## config.mk

```make
export PLATFORM = sky130hd
export DESIGN_NAME = fit_or_crop_center_blit_flat
export DESIGN_NICKNAME = d
export VERILOG_FILES = /design/src/rtl/fcb_pkg.sv /design/src/rtl/fcb_pix_if.sv /design/src/rtl/fcb_res_if.sv /design/src/rtl/fcb_cfg_if.sv /design/src/rtl/fit_or_crop_center_blit.sv /design/src/rtl/fcb_div.sv /design/src/rtl/fcb_geom.sv /design/src/rtl/fcb_front.sv /design/src/rtl/fcb_queue.sv /design/src/rtl/fcb_back.sv /design/src/flat_wrapper.sv
export SDC_FILE = /design/constraint.sdc
export NUM_CORES = 2
export LEC_CHECK = 0
export ABC_AREA = 1
export ABC_CLOCK_PERIOD_IN_PS = 10800
export BUFFER_PORTS_ARGS = -buffer_cell sky130_fd_sc_hd__buf_2
export CAP_MARGIN = 0
export CORE_MARGIN = 4
export CORE_UTILIZATION = 50
export CTS_BUF_LIST = sky130_fd_sc_hd__clkbuf_2 sky130_fd_sc_hd__clkbuf_4 sky130_fd_sc_hd__clkbuf_8
export CTS_CLUSTER_SIZE = 14
export DETAILED_ROUTE_END_ITERATION = 8
export PLACE_DENSITY = 0.66
export SLEW_MARGIN = 20
export SYNTH_ARGS = -nofsm -noshare
export SYNTH_HDL_FRONTEND = slang
export SYNTH_HIERARCHICAL = 1
export SYNTH_SLANG_ARGS = --single-unit
```

## constraint.sdc

```tcl
create_clock -name clk -period 10.8 [get_ports clk]
set_input_delay 0.54 -clock clk [delete_from_list [all_inputs] [get_ports clk]]
set_output_delay 0.54 -clock clk [all_outputs]
set_load 0.05 [all_outputs]
```

## src/rtl/fcb_pkg.sv

```systemverilog
// Shared constants, register codes, types and helpers for the fit-or-crop blit.
// Depends on nothing; every other file refers to it by scoped names.
package fcb_pkg;

  localparam int MAX_DIM     = 4096;
  localparam int DIM_W       = $clog2(MAX_DIM) + 1;   // holds MAX_DIM itself
  localparam int COL_W       = $clog2(MAX_DIM);       // holds 0 .. MAX_DIM-1
  localparam int CFG_W       = 13;
  localparam int CFG_IDX_W   = 3;
  localparam int ADDR_W      = 24;
  localparam int PIX_W       = 32;
  localparam int PROD_W      = ADDR_W + DIM_W;
  localparam int QUEUE_DEPTH = 4;
  localparam int QPTR_W      = $clog2(QUEUE_DEPTH);
  localparam int QCNT_W      = $clog2(QUEUE_DEPTH + 1);
  localparam int DIV_CNT_W   = $clog2(DIM_W + 1);

  typedef enum logic [CFG_IDX_W-1:0] {
    REG_SCREEN_WIDTH  = 3'd0,
    REG_SCREEN_HEIGHT = 3'd1,
    REG_IMAGE_WIDTH   = 3'd2,
    REG_IMAGE_HEIGHT  = 3'd3,
    REG_SCALE_MODE    = 3'd4
  } cfg_reg_t;

  localparam logic [CFG_W-1:0] RST_SCREEN_WIDTH  = 13'd640;
  localparam logic [CFG_W-1:0] RST_SCREEN_HEIGHT = 13'd480;
  localparam logic [CFG_W-1:0] RST_IMAGE_WIDTH   = 13'd640;
  localparam logic [CFG_W-1:0] RST_IMAGE_HEIGHT  = 13'd480;

  localparam logic MODE_FIT  = 1'b0;
  localparam logic MODE_CROP = 1'b1;

  // Picture geometry for one mode / step combination.
  typedef struct packed {
    logic [DIM_W-1:0]  dw;
    logic [DIM_W-1:0]  dh;
    logic [ADDR_W-1:0] ox;
    logic [ADDR_W-1:0] oy;
    logic [ADDR_W-1:0] total_m1;
  } geom_set_t;

  typedef struct packed {
    logic             busy;
    logic             mode;
    logic [DIM_W-1:0] sw;
    logic [DIM_W-1:0] iw;
    logic [DIM_W-1:0] ih;
    logic [DIM_W-1:0] step_cur;
    logic [DIM_W-1:0] step_new;
    logic [DIM_W-1:0] sx0;
    logic [DIM_W-1:0] sy0;
    geom_set_t        crop;
    geom_set_t        fit_cur;
    geom_set_t        fit_new;
  } geom_t;

  typedef struct packed {
    logic [ADDR_W-1:0] row_term;
    logic [ADDR_W-1:0] col_term;
    logic [PIX_W-1:0]  pixel;
    logic              done;
  } entry_t;

  // Saturate a size register into 1 .. MAX_DIM.
  function automatic logic [DIM_W-1:0] eff_dim(input logic [CFG_W-1:0] raw);
    logic [DIM_W-1:0] res;
    if (raw == '0) begin
      res = DIM_W'(1);
    end else if (int'(raw) > MAX_DIM) begin
      res = DIM_W'(MAX_DIM);
    end else begin
      res = DIM_W'(raw);
    end
    return res;
  endfunction

  // Centering offset (outer - inner) / 2, wrapping like a 25-bit difference.
  function automatic logic [ADDR_W-1:0] center_off(input logic [DIM_W-1:0] outer,
                                                   input logic [DIM_W-1:0] inner);
    logic [ADDR_W:0] diff;
    diff = (ADDR_W+1)'(outer) - (ADDR_W+1)'(inner);
    return diff[ADDR_W:1];
  endfunction

endpackage

```

## src/rtl/fcb_pix_if.sv

```systemverilog
// Source pixel channel: valid/ready with pixel and frame-start mark.
// Depends on fcb_pkg for widths.
interface fcb_pix_if;
  logic                     valid;
  logic                     ready;
  logic [fcb_pkg::PIX_W-1:0] pixel_in;
  logic                     frame_start;

  modport source (output valid, output pixel_in, output frame_start, input ready);
  modport sink   (input valid, input pixel_in, input frame_start, output ready);
endinterface

```

## src/rtl/fcb_res_if.sv

```systemverilog
// Result channel: valid/ready with framebuffer address, pixel and frame-done flag.
// Depends on fcb_pkg for widths.
interface fcb_res_if;
  logic                      valid;
  logic                      ready;
  logic [fcb_pkg::ADDR_W-1:0] dest_addr;
  logic [fcb_pkg::PIX_W-1:0]  pixel_out;
  logic                      frame_done;

  modport source (output valid, output dest_addr, output pixel_out, output frame_done,
                  input ready);
  modport sink   (input valid, input dest_addr, input pixel_out, input frame_done,
                  output ready);
endinterface

```

## src/rtl/fcb_cfg_if.sv

```systemverilog
// Configuration write channel: valid/ready with register index and data.
// Depends on fcb_pkg for widths.
interface fcb_cfg_if;
  logic                         valid;
  logic                         ready;
  logic [fcb_pkg::CFG_IDX_W-1:0] index;
  logic [fcb_pkg::CFG_W-1:0]     data;

  modport source (output valid, output index, output data, input ready);
  modport sink   (input valid, input index, input data, output ready);
endinterface

```

## src/rtl/fit_or_crop_center_blit.sv

```systemverilog
// Top level of the centered fit-or-crop blit: geometry unit, front end, queue, back end.
// Depends on fcb_pkg, the three channel interfaces, fcb_geom, fcb_front, fcb_queue, fcb_back.
//
//  channel  | dir | transaction carries                       | handshake
//  ---------+-----+-------------------------------------------+-----------------
//  in_ch    | in  | pixel_in[31:0], frame_start               | valid & ready
//  out_ch   | out | dest_addr[23:0], pixel_out[31:0], frame_done | valid & ready
//  cfg_ch   | in  | index[2:0], data[12:0]                    | valid & ready
//
// One pixel transaction per cycle sustained while the geometry unit is idle and out_ch
// does not stall; a kept pixel passes through queue write, row multiply and address add.
// Every configuration write, and reset itself, starts a geometry pass of six serial
// divisions and three area multiplies; in_ch.ready stays low for that pass.
// cfg_ch.ready is always high.
// Reset is synchronous, active low. A stall on out_ch fills the output stage, the
// row-multiply stage and the four-entry queue (six kept pixels) before in_ch.ready
// drops; while the queue is full in_ch.ready stays low for dropped pixels too.
module fit_or_crop_center_blit (
  input  logic       clk,
  input  logic       rst_n,
  fcb_pix_if.sink    in_ch,
  fcb_res_if.source  out_ch,
  fcb_cfg_if.sink    cfg_ch
);

  fcb_pkg::geom_t   geom;
  fcb_pkg::entry_t  q_entry, q_head;
  logic             fs_take, q_push, q_full, q_pop, q_not_empty;

  // Hold the registers; recompute fit step, picture sizes and centering offsets.
  fcb_geom u_geom (
    .clk     (clk),
    .rst_n   (rst_n),
    .cfg     (cfg_ch),
    .fs_take (fs_take),
    .geom    (geom)
  );

  // Track the raster position and classify each pixel as kept or dropped.
  // Dropped pixels (and pixels past the last source row) never reach the queue.
  fcb_front u_front (
    .clk     (clk),
    .rst_n   (rst_n),
    .in_ch   (in_ch),
    .geom    (geom),
    .q_full  (q_full),
    .q_push  (q_push),
    .q_entry (q_entry),
    .fs_take (fs_take)
  );

  // Decouple the classifier from the address pipeline.
  fcb_queue u_queue (
    .clk        (clk),
    .rst_n      (rst_n),
    .push       (q_push),
    .push_entry (q_entry),
    .full       (q_full),
    .pop        (q_pop),
    .not_empty  (q_not_empty),
    .head       (q_head)
  );

  // Form row * screen_width + column and present the result transaction.
  fcb_back u_back (
    .clk     (clk),
    .rst_n   (rst_n),
    .q_valid (q_not_empty),
    .q_head  (q_head),
    .q_pop   (q_pop),
    .sw      (geom.sw),
    .out_ch  (out_ch)
  );

endmodule

```

## src/rtl/fcb_div.sv

```systemverilog
// Restoring divider, one quotient bit per cycle, for the geometry unit.
// Depends on fcb_pkg for widths.
module fcb_div (
  input  logic                      clk,
  input  logic                      rst_n,
  input  logic                      start,
  input  logic [fcb_pkg::DIM_W-1:0] num,
  input  logic [fcb_pkg::DIM_W-1:0] den,
  output logic                      done,
  output logic [fcb_pkg::DIM_W-1:0] quo,
  output logic [fcb_pkg::DIM_W-1:0] rem
);

  logic [fcb_pkg::DIM_W-1:0]     rem_r, quo_r, den_r;
  logic [fcb_pkg::DIM_W-1:0]     rem_nxt, quo_nxt;
  logic [fcb_pkg::DIV_CNT_W-1:0] cnt_r;
  logic                          busy_r;
  logic [fcb_pkg::DIM_W:0]       rem_sh;
  logic                          fits;

  always_comb begin
    rem_sh  = {rem_r, quo_r[fcb_pkg::DIM_W-1]};
    fits    = rem_sh >= {1'b0, den_r};
    rem_nxt = fits ? fcb_pkg::DIM_W'(rem_sh - {1'b0, den_r})
                   : fcb_pkg::DIM_W'(rem_sh);
    quo_nxt = {quo_r[fcb_pkg::DIM_W-2:0], fits};
  end

  assign done = busy_r && (cnt_r == fcb_pkg::DIV_CNT_W'(1)) && !start;
  assign quo  = quo_nxt;
  assign rem  = rem_nxt;

  always_ff @(posedge clk) begin
    if (!rst_n) begin
      busy_r <= 1'b0;
      cnt_r  <= '0;
    end else if (start) begin
      rem_r  <= '0;
      quo_r  <= num;
      den_r  <= den;
      cnt_r  <= fcb_pkg::DIV_CNT_W'(fcb_pkg::DIM_W);
      busy_r <= 1'b1;
    end else if (busy_r) begin
      rem_r <= rem_nxt;
      quo_r <= quo_nxt;
      cnt_r <= cnt_r - fcb_pkg::DIV_CNT_W'(1);
      if (cnt_r == fcb_pkg::DIV_CNT_W'(1)) begin
        busy_r <= 1'b0;
      end
    end
  end

endmodule

```

## src/rtl/fcb_geom.sv

```systemverilog
// Configuration registers and geometry sequencer: derives steps, sizes, offsets.
// Depends on fcb_pkg, fcb_cfg_if and fcb_div.
module fcb_geom (
  input  logic            clk,
  input  logic            rst_n,
  fcb_cfg_if.sink         cfg,
  input  logic            fs_take,
  output fcb_pkg::geom_t  geom
);

  typedef enum logic [3:0] {
    S_IDLE, S_CEIL_W, S_CEIL_H, S_FIT_W, S_FIT_H, S_CUR_W, S_CUR_H,
    S_MUL_CROP, S_MUL_FIT, S_MUL_CUR
  } state_t;

  state_t                        state_r;
  logic                          start_r;
  logic [fcb_pkg::CFG_W-1:0]     sw_raw_r, sh_raw_r, iw_raw_r, ih_raw_r;
  logic                          mode_r;
  logic [fcb_pkg::DIM_W-1:0]     sw, sh, iw, ih;
  logic [fcb_pkg::DIM_W-1:0]     ceil_w_r, step_new_r, step_cur_r;
  logic [fcb_pkg::DIM_W-1:0]     sx0_r, sy0_r;
  fcb_pkg::geom_set_t            crop_r, fit_new_r, fit_cur_r;
  logic [fcb_pkg::DIM_W-1:0]     div_num, div_den, div_quo, div_rem, ceil_q;
  logic                          div_done;
  logic [fcb_pkg::DIM_W-1:0]     cdw, cdh, mul_a, mul_b;
  logic [2*fcb_pkg::DIM_W-1:0]   mul_p;
  logic [fcb_pkg::ADDR_W-1:0]    tot_m1;
  logic                          cfg_take;

  assign sw = fcb_pkg::eff_dim(sw_raw_r);
  assign sh = fcb_pkg::eff_dim(sh_raw_r);
  assign iw = fcb_pkg::eff_dim(iw_raw_r);
  assign ih = fcb_pkg::eff_dim(ih_raw_r);

  assign cfg.ready = 1'b1;
  assign cfg_take  = cfg.valid && cfg.ready;

  assign cdw = (iw < sw) ? iw : sw;
  assign cdh = (ih < sh) ? ih : sh;

  always_comb begin
    div_num = iw;
    div_den = sw;
    case (state_r)
      S_CEIL_W: begin div_num = iw; div_den = sw;         end
      S_CEIL_H: begin div_num = ih; div_den = sh;         end
      S_FIT_W:  begin div_num = iw; div_den = step_new_r; end
      S_FIT_H:  begin div_num = ih; div_den = step_new_r; end
      S_CUR_W:  begin div_num = iw; div_den = step_cur_r; end
      S_CUR_H:  begin div_num = ih; div_den = step_cur_r; end
      default:  begin div_num = iw; div_den = sw;         end
    endcase
  end

  assign ceil_q = div_quo + fcb_pkg::DIM_W'(div_rem != '0);

  fcb_div u_div (
    .clk   (clk),
    .rst_n (rst_n),
    .start (start_r),
    .num   (div_num),
    .den   (div_den),
    .done  (div_done),
    .quo   (div_quo),
    .rem   (div_rem)
  );

  // One shared multiplier for the three picture areas.
  always_comb begin
    mul_a = cdw;
    mul_b = cdh;
    case (state_r)
      S_MUL_CROP: begin mul_a = cdw;          mul_b = cdh;          end
      S_MUL_FIT:  begin mul_a = fit_new_r.dw; mul_b = fit_new_r.dh; end
      S_MUL_CUR:  begin mul_a = fit_cur_r.dw; mul_b = fit_cur_r.dh; end
      default:    begin mul_a = cdw;          mul_b = cdh;          end
    endcase
    mul_p  = mul_a * mul_b;
    tot_m1 = fcb_pkg::ADDR_W'(mul_p) - fcb_pkg::ADDR_W'(1);
  end

  always_ff @(posedge clk) begin
    if (!rst_n) begin
      sw_raw_r   <= fcb_pkg::RST_SCREEN_WIDTH;
      sh_raw_r   <= fcb_pkg::RST_SCREEN_HEIGHT;
      iw_raw_r   <= fcb_pkg::RST_IMAGE_WIDTH;
      ih_raw_r   <= fcb_pkg::RST_IMAGE_HEIGHT;
      mode_r     <= fcb_pkg::MODE_FIT;
      step_cur_r <= fcb_pkg::DIM_W'(1);
      state_r    <= S_CEIL_W;
      start_r    <= 1'b1;
    end else begin
      start_r <= 1'b0;
      if (fs_take) begin
        step_cur_r <= step_new_r;
        fit_cur_r  <= fit_new_r;
      end
      if (cfg_take) begin
        case (cfg.index)
          fcb_pkg::REG_SCREEN_WIDTH:  sw_raw_r <= cfg.data;
          fcb_pkg::REG_SCREEN_HEIGHT: sh_raw_r <= cfg.data;
          fcb_pkg::REG_IMAGE_WIDTH:   iw_raw_r <= cfg.data;
          fcb_pkg::REG_IMAGE_HEIGHT:  ih_raw_r <= cfg.data;
          fcb_pkg::REG_SCALE_MODE:    mode_r   <= cfg.data[0];
          default: ;
        endcase
        state_r <= S_CEIL_W;
        start_r <= 1'b1;
      end else begin
        case (state_r)
          S_IDLE: ;
          S_CEIL_W: if (div_done) begin
            ceil_w_r <= ceil_q;
            state_r  <= S_CEIL_H;
            start_r  <= 1'b1;
          end
          S_CEIL_H: if (div_done) begin
            step_new_r <= (ceil_q > ceil_w_r) ? ceil_q : ceil_w_r;
            state_r    <= S_FIT_W;
            start_r    <= 1'b1;
          end
          S_FIT_W: if (div_done) begin
            fit_new_r.dw <= div_quo;
            state_r      <= S_FIT_H;
            start_r      <= 1'b1;
          end
          S_FIT_H: if (div_done) begin
            fit_new_r.dh <= div_quo;
            state_r      <= S_CUR_W;
            start_r      <= 1'b1;
          end
          S_CUR_W: if (div_done) begin
            fit_cur_r.dw <= div_quo;
            state_r      <= S_CUR_H;
            start_r      <= 1'b1;
          end
          S_CUR_H: if (div_done) begin
            fit_cur_r.dh <= div_quo;
            state_r      <= S_MUL_CROP;
          end
          S_MUL_CROP: begin
            crop_r.dw       <= cdw;
            crop_r.dh       <= cdh;
            crop_r.ox       <= fcb_pkg::center_off(sw, cdw);
            crop_r.oy       <= fcb_pkg::center_off(sh, cdh);
            crop_r.total_m1 <= tot_m1;
            sx0_r           <= (iw - cdw) >> 1;
            sy0_r           <= (ih - cdh) >> 1;
            state_r         <= S_MUL_FIT;
          end
          S_MUL_FIT: begin
            fit_new_r.ox       <= fcb_pkg::center_off(sw, fit_new_r.dw);
            fit_new_r.oy       <= fcb_pkg::center_off(sh, fit_new_r.dh);
            fit_new_r.total_m1 <= tot_m1;
            state_r            <= S_MUL_CUR;
          end
          S_MUL_CUR: begin
            fit_cur_r.ox       <= fcb_pkg::center_off(sw, fit_cur_r.dw);
            fit_cur_r.oy       <= fcb_pkg::center_off(sh, fit_cur_r.dh);
            fit_cur_r.total_m1 <= tot_m1;
            state_r            <= S_IDLE;
          end
          default: state_r <= S_IDLE;
        endcase
      end
    end
  end

  always_comb begin
    geom.busy     = state_r != S_IDLE;
    geom.mode     = mode_r;
    geom.sw       = sw;
    geom.iw       = iw;
    geom.ih       = ih;
    geom.step_cur = step_cur_r;
    geom.step_new = step_new_r;
    geom.sx0      = sx0_r;
    geom.sy0      = sy0_r;
    geom.crop     = crop_r;
    geom.fit_cur  = fit_cur_r;
    geom.fit_new  = fit_new_r;
  end

endmodule

```

## src/rtl/fcb_front.sv

```systemverilog
// Front end: accepts source pixels, tracks position, decides which are kept.
// Depends on fcb_pkg and fcb_pix_if; feeds the queue.
module fcb_front (
  input  logic             clk,
  input  logic             rst_n,
  fcb_pix_if.sink          in_ch,
  input  fcb_pkg::geom_t   geom,
  input  logic             q_full,
  output logic             q_push,
  output fcb_pkg::entry_t  q_entry,
  output logic             fs_take
);

  logic [fcb_pkg::COL_W-1:0]  col_r, col_ph_r, col_q_r, row_ph_r, row_q_r;
  logic [fcb_pkg::DIM_W-1:0]  row_r;
  logic [fcb_pkg::ADDR_W-1:0] cnt_r;
  logic [fcb_pkg::COL_W-1:0]  col_nxt, col_ph_nxt, col_q_nxt, row_ph_nxt, row_q_nxt;
  logic [fcb_pkg::DIM_W-1:0]  row_nxt;
  logic [fcb_pkg::ADDR_W-1:0] cnt_nxt;

  logic [fcb_pkg::COL_W-1:0]  col_u, col_ph_u, col_q_u, row_ph_u, row_q_u;
  logic [fcb_pkg::DIM_W-1:0]  row_u, step_u;
  logic [fcb_pkg::ADDR_W-1:0] cnt_u;
  fcb_pkg::geom_set_t         fset, gset;
  logic                       fs, take, live, keep, fit_keep, crop_keep;
  logic                       col_wrap, col_ph_wrap, row_ph_wrap;
  logic [fcb_pkg::DIM_W-1:0]  col_inc, col_ph_inc, row_ph_inc;
  logic [fcb_pkg::DIM_W-1:0]  dxc, dyc, dx, dy;

  assign in_ch.ready = !geom.busy && !q_full;
  assign take        = in_ch.valid && in_ch.ready;
  assign fs          = in_ch.frame_start;
  assign fs_take     = take && fs;

  always_comb begin
    // A frame start restarts every counter and switches to the fresh fit step.
    col_u    = fs ? '0 : col_r;
    col_ph_u = fs ? '0 : col_ph_r;
    col_q_u  = fs ? '0 : col_q_r;
    row_u    = fs ? '0 : row_r;
    row_ph_u = fs ? '0 : row_ph_r;
    row_q_u  = fs ? '0 : row_q_r;
    cnt_u    = fs ? '0 : cnt_r;
    step_u   = fs ? geom.step_new : geom.step_cur;
    fset     = fs ? geom.fit_new : geom.fit_cur;
    gset     = (geom.mode == fcb_pkg::MODE_CROP) ? geom.crop : fset;

    live = row_u < geom.ih;

    fit_keep = (col_ph_u == '0) && (row_ph_u == '0) &&
               (fcb_pkg::DIM_W'(col_q_u) < fset.dw) &&
               (fcb_pkg::DIM_W'(row_q_u) < fset.dh);

    dxc = fcb_pkg::DIM_W'(col_u) - geom.sx0;
    dyc = row_u - geom.sy0;
    crop_keep = (fcb_pkg::DIM_W'(col_u) >= geom.sx0) && (row_u >= geom.sy0) &&
                (dxc < geom.crop.dw) && (dyc < geom.crop.dh);

    keep = live && ((geom.mode == fcb_pkg::MODE_CROP) ? crop_keep : fit_keep);
    dx   = (geom.mode == fcb_pkg::MODE_CROP) ? dxc : fcb_pkg::DIM_W'(col_q_u);
    dy   = (geom.mode == fcb_pkg::MODE_CROP) ? dyc : fcb_pkg::DIM_W'(row_q_u);

    q_push           = take && keep;
    q_entry.row_term = gset.oy + fcb_pkg::ADDR_W'(dy);
    q_entry.col_term = gset.ox + fcb_pkg::ADDR_W'(dx);
    q_entry.pixel    = in_ch.pixel_in;
    q_entry.done     = cnt_u == gset.total_m1;

    // Advance the raster position and the decimation phases.
    col_inc     = fcb_pkg::DIM_W'(col_u) + fcb_pkg::DIM_W'(1);
    col_wrap    = col_inc >= geom.iw;
    col_ph_inc  = fcb_pkg::DIM_W'(col_ph_u) + fcb_pkg::DIM_W'(1);
    col_ph_wrap = col_ph_inc == step_u;
    row_ph_inc  = fcb_pkg::DIM_W'(row_ph_u) + fcb_pkg::DIM_W'(1);
    row_ph_wrap = row_ph_inc == step_u;

    col_nxt    = col_u;
    col_ph_nxt = col_ph_u;
    col_q_nxt  = col_q_u;
    row_nxt    = row_u;
    row_ph_nxt = row_ph_u;
    row_q_nxt  = row_q_u;
    cnt_nxt    = cnt_u + fcb_pkg::ADDR_W'(keep);
    if (live) begin
      if (col_wrap) begin
        col_nxt    = '0;
        col_ph_nxt = '0;
        col_q_nxt  = '0;
        row_nxt    = row_u + fcb_pkg::DIM_W'(1);
        row_ph_nxt = row_ph_wrap ? '0 : fcb_pkg::COL_W'(row_ph_inc);
        row_q_nxt  = row_ph_wrap ? row_q_u + fcb_pkg::COL_W'(1) : row_q_u;
      end else begin
        col_nxt    = fcb_pkg::COL_W'(col_inc);
        col_ph_nxt = col_ph_wrap ? '0 : fcb_pkg::COL_W'(col_ph_inc);
        col_q_nxt  = col_ph_wrap ? col_q_u + fcb_pkg::COL_W'(1) : col_q_u;
      end
    end
  end

  always_ff @(posedge clk) begin
    if (!rst_n) begin
      col_r    <= '0;
      col_ph_r <= '0;
      col_q_r  <= '0;
      row_r    <= '0;
      row_ph_r <= '0;
      row_q_r  <= '0;
      cnt_r    <= '0;
    end else if (take) begin
      col_r    <= col_nxt;
      col_ph_r <= col_ph_nxt;
      col_q_r  <= col_q_nxt;
      row_r    <= row_nxt;
      row_ph_r <= row_ph_nxt;
      row_q_r  <= row_q_nxt;
      cnt_r    <= cnt_nxt;
    end
  end

endmodule

```

## src/rtl/fcb_queue.sv

```systemverilog
// Short FIFO of kept pixels between the front end and the address back end.
// Depends on fcb_pkg for the entry type and depth.
module fcb_queue (
  input  logic             clk,
  input  logic             rst_n,
  input  logic             push,
  input  fcb_pkg::entry_t  push_entry,
  output logic             full,
  input  logic             pop,
  output logic             not_empty,
  output fcb_pkg::entry_t  head
);

  fcb_pkg::entry_t             mem_r [fcb_pkg::QUEUE_DEPTH];
  logic [fcb_pkg::QPTR_W-1:0]  wr_ptr_r, rd_ptr_r;
  logic [fcb_pkg::QCNT_W-1:0]  cnt_r;
  logic                        do_push, do_pop;

  assign full      = cnt_r == fcb_pkg::QCNT_W'(fcb_pkg::QUEUE_DEPTH);
  assign not_empty = cnt_r != '0;
  assign head      = mem_r[rd_ptr_r];
  assign do_push   = push && !full;
  assign do_pop    = pop && not_empty;

  always_ff @(posedge clk) begin
    if (do_push) begin
      mem_r[wr_ptr_r] <= push_entry;
    end
  end

  always_ff @(posedge clk) begin
    if (!rst_n) begin
      wr_ptr_r <= '0;
      rd_ptr_r <= '0;
      cnt_r    <= '0;
    end else begin
      if (do_push) begin
        wr_ptr_r <= (wr_ptr_r == fcb_pkg::QPTR_W'(fcb_pkg::QUEUE_DEPTH - 1)) ?
                    '0 : wr_ptr_r + fcb_pkg::QPTR_W'(1);
      end
      if (do_pop) begin
        rd_ptr_r <= (rd_ptr_r == fcb_pkg::QPTR_W'(fcb_pkg::QUEUE_DEPTH - 1)) ?
                    '0 : rd_ptr_r + fcb_pkg::QPTR_W'(1);
      end
      case ({do_push, do_pop})
        2'b10:   cnt_r <= cnt_r + fcb_pkg::QCNT_W'(1);
        2'b01:   cnt_r <= cnt_r - fcb_pkg::QCNT_W'(1);
        default: cnt_r <= cnt_r;
      endcase
    end
  end

endmodule

```

## src/rtl/fcb_back.sv

```systemverilog
// Back end: row multiply stage, then address add into the output register.
// Depends on fcb_pkg and fcb_res_if; drains the queue.
module fcb_back (
  input  logic                      clk,
  input  logic                      rst_n,
  input  logic                      q_valid,
  input  fcb_pkg::entry_t           q_head,
  output logic                      q_pop,
  input  logic [fcb_pkg::DIM_W-1:0] sw,
  fcb_res_if.source                 out_ch
);

  logic                       s1_valid_r, out_valid_r;
  logic [fcb_pkg::ADDR_W-1:0] s1_base_r, s1_col_r, addr_r;
  logic [fcb_pkg::PIX_W-1:0]  s1_pix_r, pix_r;
  logic                       s1_done_r, done_r;
  logic [fcb_pkg::PROD_W-1:0] prod;
  logic                       out_load, s1_adv;

  assign out_load = !out_valid_r || out_ch.ready;
  assign s1_adv   = !s1_valid_r || out_load;
  assign q_pop    = q_valid && s1_adv;
  assign prod     = fcb_pkg::PROD_W'(q_head.row_term) * fcb_pkg::PROD_W'(sw);

  always_ff @(posedge clk) begin
    if (!rst_n) begin
      s1_valid_r  <= 1'b0;
      out_valid_r <= 1'b0;
    end else begin
      if (s1_adv) begin
        s1_valid_r <= q_valid;
      end
      if (out_load) begin
        out_valid_r <= s1_valid_r;
      end
    end
  end

  always_ff @(posedge clk) begin
    if (q_pop) begin
      s1_base_r <= prod[fcb_pkg::ADDR_W-1:0];
      s1_col_r  <= q_head.col_term;
      s1_pix_r  <= q_head.pixel;
      s1_done_r <= q_head.done;
    end
    if (out_load && s1_valid_r) begin
      addr_r <= s1_base_r + s1_col_r;
      pix_r  <= s1_pix_r;
      done_r <= s1_done_r;
    end
  end

  assign out_ch.valid      = out_valid_r;
  assign out_ch.dest_addr  = addr_r;
  assign out_ch.pixel_out  = pix_r;
  assign out_ch.frame_done = done_r;

endmodule
```

## src/flat_wrapper.sv

```systemverilog
// flat-port wrapper written by rule: the top's interface ports become plain ports
module fit_or_crop_center_blit_flat 
  (clk, rst_n, in_ch_valid, in_ch_pixel_in, in_ch_frame_start, in_ch_ready, out_ch_valid, out_ch_dest_addr, out_ch_pixel_out, out_ch_frame_done, out_ch_ready, cfg_ch_valid, cfg_ch_index, cfg_ch_data, cfg_ch_ready);
  fcb_pix_if in_ch_i ();
  fcb_res_if out_ch_i ();
  fcb_cfg_if cfg_ch_i ();
  input  logic clk;
  input  logic rst_n;
  input wire logic [$bits(in_ch_i.valid)-1:0] in_ch_valid;
  input wire logic [$bits(in_ch_i.pixel_in)-1:0] in_ch_pixel_in;
  input wire logic [$bits(in_ch_i.frame_start)-1:0] in_ch_frame_start;
  output wire logic [$bits(in_ch_i.ready)-1:0] in_ch_ready;
  output wire logic [$bits(out_ch_i.valid)-1:0] out_ch_valid;
  output wire logic [$bits(out_ch_i.dest_addr)-1:0] out_ch_dest_addr;
  output wire logic [$bits(out_ch_i.pixel_out)-1:0] out_ch_pixel_out;
  output wire logic [$bits(out_ch_i.frame_done)-1:0] out_ch_frame_done;
  input wire logic [$bits(out_ch_i.ready)-1:0] out_ch_ready;
  input wire logic [$bits(cfg_ch_i.valid)-1:0] cfg_ch_valid;
  input wire logic [$bits(cfg_ch_i.index)-1:0] cfg_ch_index;
  input wire logic [$bits(cfg_ch_i.data)-1:0] cfg_ch_data;
  output wire logic [$bits(cfg_ch_i.ready)-1:0] cfg_ch_ready;
  assign in_ch_i.valid = in_ch_valid;
  assign in_ch_i.pixel_in = in_ch_pixel_in;
  assign in_ch_i.frame_start = in_ch_frame_start;
  assign in_ch_ready = in_ch_i.ready;
  assign out_ch_valid = out_ch_i.valid;
  assign out_ch_dest_addr = out_ch_i.dest_addr;
  assign out_ch_pixel_out = out_ch_i.pixel_out;
  assign out_ch_frame_done = out_ch_i.frame_done;
  assign out_ch_i.ready = out_ch_ready;
  assign cfg_ch_i.valid = cfg_ch_valid;
  assign cfg_ch_i.index = cfg_ch_index;
  assign cfg_ch_i.data = cfg_ch_data;
  assign cfg_ch_ready = cfg_ch_i.ready;
  fit_or_crop_center_blit u_core (.clk(clk), .rst_n(rst_n), .in_ch(in_ch_i), .out_ch(out_ch_i), .cfg_ch(cfg_ch_i));
endmodule
```

# Word-level counts from Yosys, hierarchy flattened
# Memories as Yosys holds them, arrays and structs flattened. A register that Yosys moved wholly into a read port is not among the register bits.
# Cells that the tools add are included.
[word_totals]
ff_bits = 703
output_inout_bits = 60
ramBits = 324
mem_count = 1
[mem_list]
columns = ["name", "depth", "word_bits", "rd", "rd_ports_with_merged_regs", "wr", "line_no", "text"]
rows = [
  ["u_core.u_queue.mem_r", 4, 81, 1, 1, 1, "fcb_queue.sv:14", "fcb_pkg::entry_t mem_r [fcb_pkg::QUEUE_DEPTH];"],
]
[classes]
bitwise = 3
addsub = 28
eq_ne = 28
reduce_logical = 57
multipliers = 2
n_lt_le_gt_ge = 16
n_mux = 76
[op_table]
columns = ["cell", "n"]
rows = [
  ["$mux 13", 26],
  ["$mux 98", 3],
  ["$mux 12", 19],
  ["$mux 72", 2],
  ["$sub 13x13->14", 6],
  ["$lt 13x13->1", 5],
  ["$gt 13x13->1 const B", 4],
  ["$logic_not 13->1", 4],
  ["$pmux 13 s2", 2],
  ["$add 24x13->24", 2],
  ["$add 12x1->13 const B", 3],
  ["$pmux 13 s3", 1],
  ["$sub 13x13->13", 3],
  ["$pmux 4 s9", 1],
  ["$mux 4", 8],
  ["$eq 13x13->1", 2],
  ["$lt 12x13->1", 2],
  ["$add 12x1->12 const B", 2],
  ["$add 24x1->24", 1],
  ["$add 24x24->24", 1],
  ["$eq 24x24->1", 1],
  ["$logic_not 12->1", 2],
  ["$mul 13x13->24", 1],
  ["$mul 24x13->24", 1],
  ["45 further kinds", 108],
]

# Depth between registers and ports, before layout
[depth]
ltp_word = 11
mapped_depth = 48

# By module
# Netlist, hierarchy kept.
[by_module_without_submodules]
columns = ["mod", "seq_area_each_um2", "area_per_inst_um2", "cells_each", "n_inst"]
rows = [
  ["fcb_geom", 10430.0, 26844.5, 3074, 1],
  ["fcb_front", 1941.9, 14192.4, 2422, 1],
  ["fcb_back", 4184.0, 12896.1, 1398, 1],
  ["fcb_queue", 9909.5, 12575.8, 853, 1],
  ["fcb_div", 1271.2, 3020.4, 369, 1],
]

# Worst setup path before layout
# OpenSTA, ideal clock, no wires.
[synth_timing]
kind = "in2reg"
start = "in rst_n"
end = "reg u_core.u_geom.state_r[3]"
setup_time_ns = 0.098
t_arrival_ns = 8.238
path_buffers = 0
stages = 5
slack_ns = 2.464
cell_sequence = "inv_1 -> nor2_1 -> inv_1 -> nor3_1 -> or2_2"
[synth_via]
elab_chain_cells = 2
[synth_lines]
columns = ["element", "line_no", "text"]
rows = [
  ["start, declared", "flat_wrapper.sv:8", "input logic rst_n;"],
  ["$not 1->1 (no line)", "n/a", ""],
  ["$reduce_or 2->1 (no line)", "n/a", ""],
  ["end signal, assigned", "fcb_geom.sv:91", "state_r <= S_CEIL_W;"],
  ["end signal, assigned", "fcb_geom.sv:108", "state_r <= S_CEIL_W;"],
  ["end signal, assigned", "fcb_geom.sv:115", "state_r <= S_CEIL_H;"],
  ["end, declared", "fcb_geom.sv:16", "state_t state_r;"],
]
# No other way between the ends.
# A chain may end at the register's enable or synchronous reset.

==> impl_metrics.json <==
{
  "status": "completed",
  "area_delta_synth_final_pct": 8.05,
  "multi_input_area_um2": 34800,
  "avgSynthCellArea_um2": 8.57,
  "fin_skew_ns": 0.0455,
  "timing.fmax_mhz": 106,
  "dieArea_um2": 145000,
  "synth-async-reset-ratio_pct": 0,
  "gp_congestion": 0.955,
  "ir_worst_vdd_v": 0.000376,
  "dp_hpwl_um": 150000,
  "ys_ff_latch": 985,
  "regArea_um2": 27700,
  "slew_headroom_pct": 18.3,
  "cts_tree": "yes",
  "leakage_nw": 33.3,
  "critPathSlowestCell": "a21oi_1",
  "synth_warnings": 6,
  "drcViolationCount": 0,
  "grt_max_degree": 163,
  "place_area_um2": 70900,
  "crit_arrival_ns": 10.05,
  "num_rows": 136,
  "finalSetupViolCount": 0,
  "postLayoutCellArea_um2": 75100,
  "clk_path_buf_depth": 3,
  "yosysMostFrequentCell": "nand2_1",
  "min_path_type": "input port to flop",
  "gr-total-overflow": 0,
  "hold_path.startpoint": "cfg_ch_index[1]",
  "initial_core_util_pct": 50.4,
  "syn_inst": 8116,
  "startpoint": "u_core/u_geom/ih_raw_r[6]$_SDFFE_PN1P_",
  "powerDensity_nw_per_um2": 162,
  "numCtsBuffers": 174,
  "num_vias": 56374,
  "place_inst": 9724,
  "ys.flop_type": "edfxtp_1",
  "antenna_found_initial": 7,
  "clock_latency_ns": 0.95,
  "synth.largest_area_cell": "edfxtp_1",
  "path_clk_slew_ns": 0.06,
  "antenna_left": 0,
  "cts_setup_buffers": 0,
  "finalCriticalPeriod_ns": 9.40,
  "grt_setup_unrepaired": "false",
  "clock_sinks": 985,
  "grt_usage_pct": 28.0,
  "ys_top_cells_by_count": "nand2_1, inv_1, edfxtp_1",
  "tightest_slew_ns": 1.23,
  "synth_area_um2": 69500,
  "maxCapViolCount": 0,
  "fillCellCount": 12723,
  "cp_max_fo": 12,
  "die_width_um": 381,
  "synth_edf_count": 801,
  "fin_crit_sh_pct": 87.0,
  "worstPathRequired_ns": 11.45,
  "wirelength_um": 206000,
  "synth_cell_type_count": 73,
  "coreArea_um2": 138000,
  "first_global_vias": 54965,
  "firstDrtPassIters": 6,
  "wire_per_inst_um": 20.4,
  "yosysSeqAreaShare_pct": 39.9,
  "rr_startpoint": "u_core/u_geom/ih_raw_r[6]$_SDFFE_PN1P_",
  "die_y_um": 381,
  "ctsHtreeMaxLevel": 4,
  "viasPerCell": 5.58,
  "root_buffer": "clkbuf_8",
  "max_stage_delay_ns": 0.91,
  "finalNetCount": 8946,
  "crit_top_cell": "inv_1",
  "endpoint_kind": "flop",
  "io_buffers": 112,
  "layout-drive-gt1-share_pct": 9.00,
  "synth.area.top_cells": "edfxtp_1, nand2_1, fa_1",
  "synth_top_area_share_pct": 34.6,
  "cp-start-kind": "flop",
  "drtIter0Drc": 5371,
  "grt_first_pass_wirelength_um": 317000,
  "tns_ns": 0,
  "final_cells": 10095,
  "pin_count": 114,
  "report.final.slew_viol_count": 0,
  "hold_viol": 0,
  "worstSetupPathType": "flop to flop"
}
[state kept, by name, summed over array words and instances (netlist names), 13 cells and up, named ones only]
name	flops
u_core/u_geom/u_div/quo_r	13
u_core/u_geom/u_div/den_r	13
u_core/u_back/s1_col_r	24
u_core/u_geom/ih_raw_r	13
u_core/u_front/cnt_r	24
u_core/u_geom/u_div/rem_r	13
u_core/u_geom/ceil_w_r	13
u_core/u_front/row_r	13
u_core/u_geom/step_new_r	13
u_core/u_geom/iw_raw_r	13
u_core/u_queue/mem_r	324
u_core/u_back/s1_pix_r	32
u_core/u_geom/step_cur_r	13
u_core/u_geom/sw_raw_r	13
u_core/u_back/out_ch.dest_addr	24
u_core/u_geom/sh_raw_r	13
u_core/u_geom/geom	250
u_core/u_back/s1_base_r	24
u_core/u_back/out_ch.pixel_out	32
[critical path, delay by kind of cell, from the launching register on]
kind / cells / cell delay [ns]
XOR/XNOR: 1 / 0.18
flip-flops: 1 / 0.32
buffers and inverters: 7 / 0.51
AND/OR/NAND/NOR: 10 / 1.23
AO/OA/AOI/OAI: 12 / 3.43
adder cells (fa/ha/maj): 8 / 3.43
[power by group]
group | switching, mW | internal (mW) | total [mW] | leakage (nW)
registers | 0.0324 | 4.44 | 4.47 | 8.80
clock network | 1.69 | 1.97 | 3.67 | 1.95
logic | 2.65 | 1.38 | 4.03 | 22.6
[placed cells by master (no fill, tap or decap), drive strengths merged, types with 17 or more instances in the layout]
cell            n
nor4           32
inv          1317
dfxtp         184
dlygate4sd3    52
o21bai         17
o211ai         22
a21oi         450
a31oi          34
o21ai         639
clkbuf        240
clkinv         64
ha            422
xor2          183
nand3         303
nor2          771
edfxtp        801
buf           185
a21o           18
xnor2          87
nand4          92
fa            312
mux2i          37
nor3           79
o22ai         106
nand2        1732
[routing by layer]
layer  share of wire [%]  routed length (um)  track usage [%]
met5               0.016                  32                0
met1                  42               86100             37.4
met2                  46               94800             45.4
met3                 8.1               16800             4.98
met4                 4.1                8440             11.2
[repair_timing]
item,CTS,global route
gates resized for setup,0,0
hold endpoints to repair,182,0
setup endpoints to repair,0,0
hold buffers,52,0
[cell type report]
cell class	count	area share (%)
antenna	4	0.0133
clock buffer	240	3.97
clock inverter	75	0.901
inverter	1313	6.59
multi-input combinational	5447	46.3
sequential	985	36.9
tap	1794	2.99
timing repair buffer	237	2.27
[final timing paths]
path | endpoint | slack, ns | cells past startpoint
hold reg to reg | u_core/u_back/out_ch.pixel_out[23]$_DFFE_PP_ | 0.41 | 0
hold / removal | u_core/u_geom/sh_raw_r[7]$_SDFFE_PN1P_ | 0.14 | 4
setup reg to reg | u_core/u_geom/geom[119]$_DFFE_PP_ | 1.40 | 38
setup / recovery | u_core/u_geom/geom[119]$_DFFE_PP_ | 1.40 | 38
[through the flow]
stage	util [%]	power [mW]	setup slack [ns]	hold slack [ns]
after global routing	54.5	12.9	0.792	0.138
final	54.5	12.2	1.40	0.144
after CTS	54.5	12.2	1.55	0.0466
after floorplan	-	7.41	2.46	0.400
after global placement	51.5	8.46	1.81	0.401
after detailed placement	51.5	8.48	1.59	0.405
[kinds of logic (layout without fill, tap and decap cells)]
| logic type | after synthesis | after routing | synth area share [%] |
|---|---|---|---|
| simple gates | 3043 | 3043 | 18.4 |
| fa+ha+maj | 734 | 734 | 16.6 |
| other cells | 2 | 7 | 0.0108 |
| buf+inv | 1685 | 1865 | 10.2 |
| compound gates | 1359 | 1359 | 10.9 |
| xor+xnor | 271 | 271 | 3.44 |
| flops | 985 | 985 | 39.9 |
| mux | 37 | 37 | 0.533 |
(Power assumes the default switching activity.)
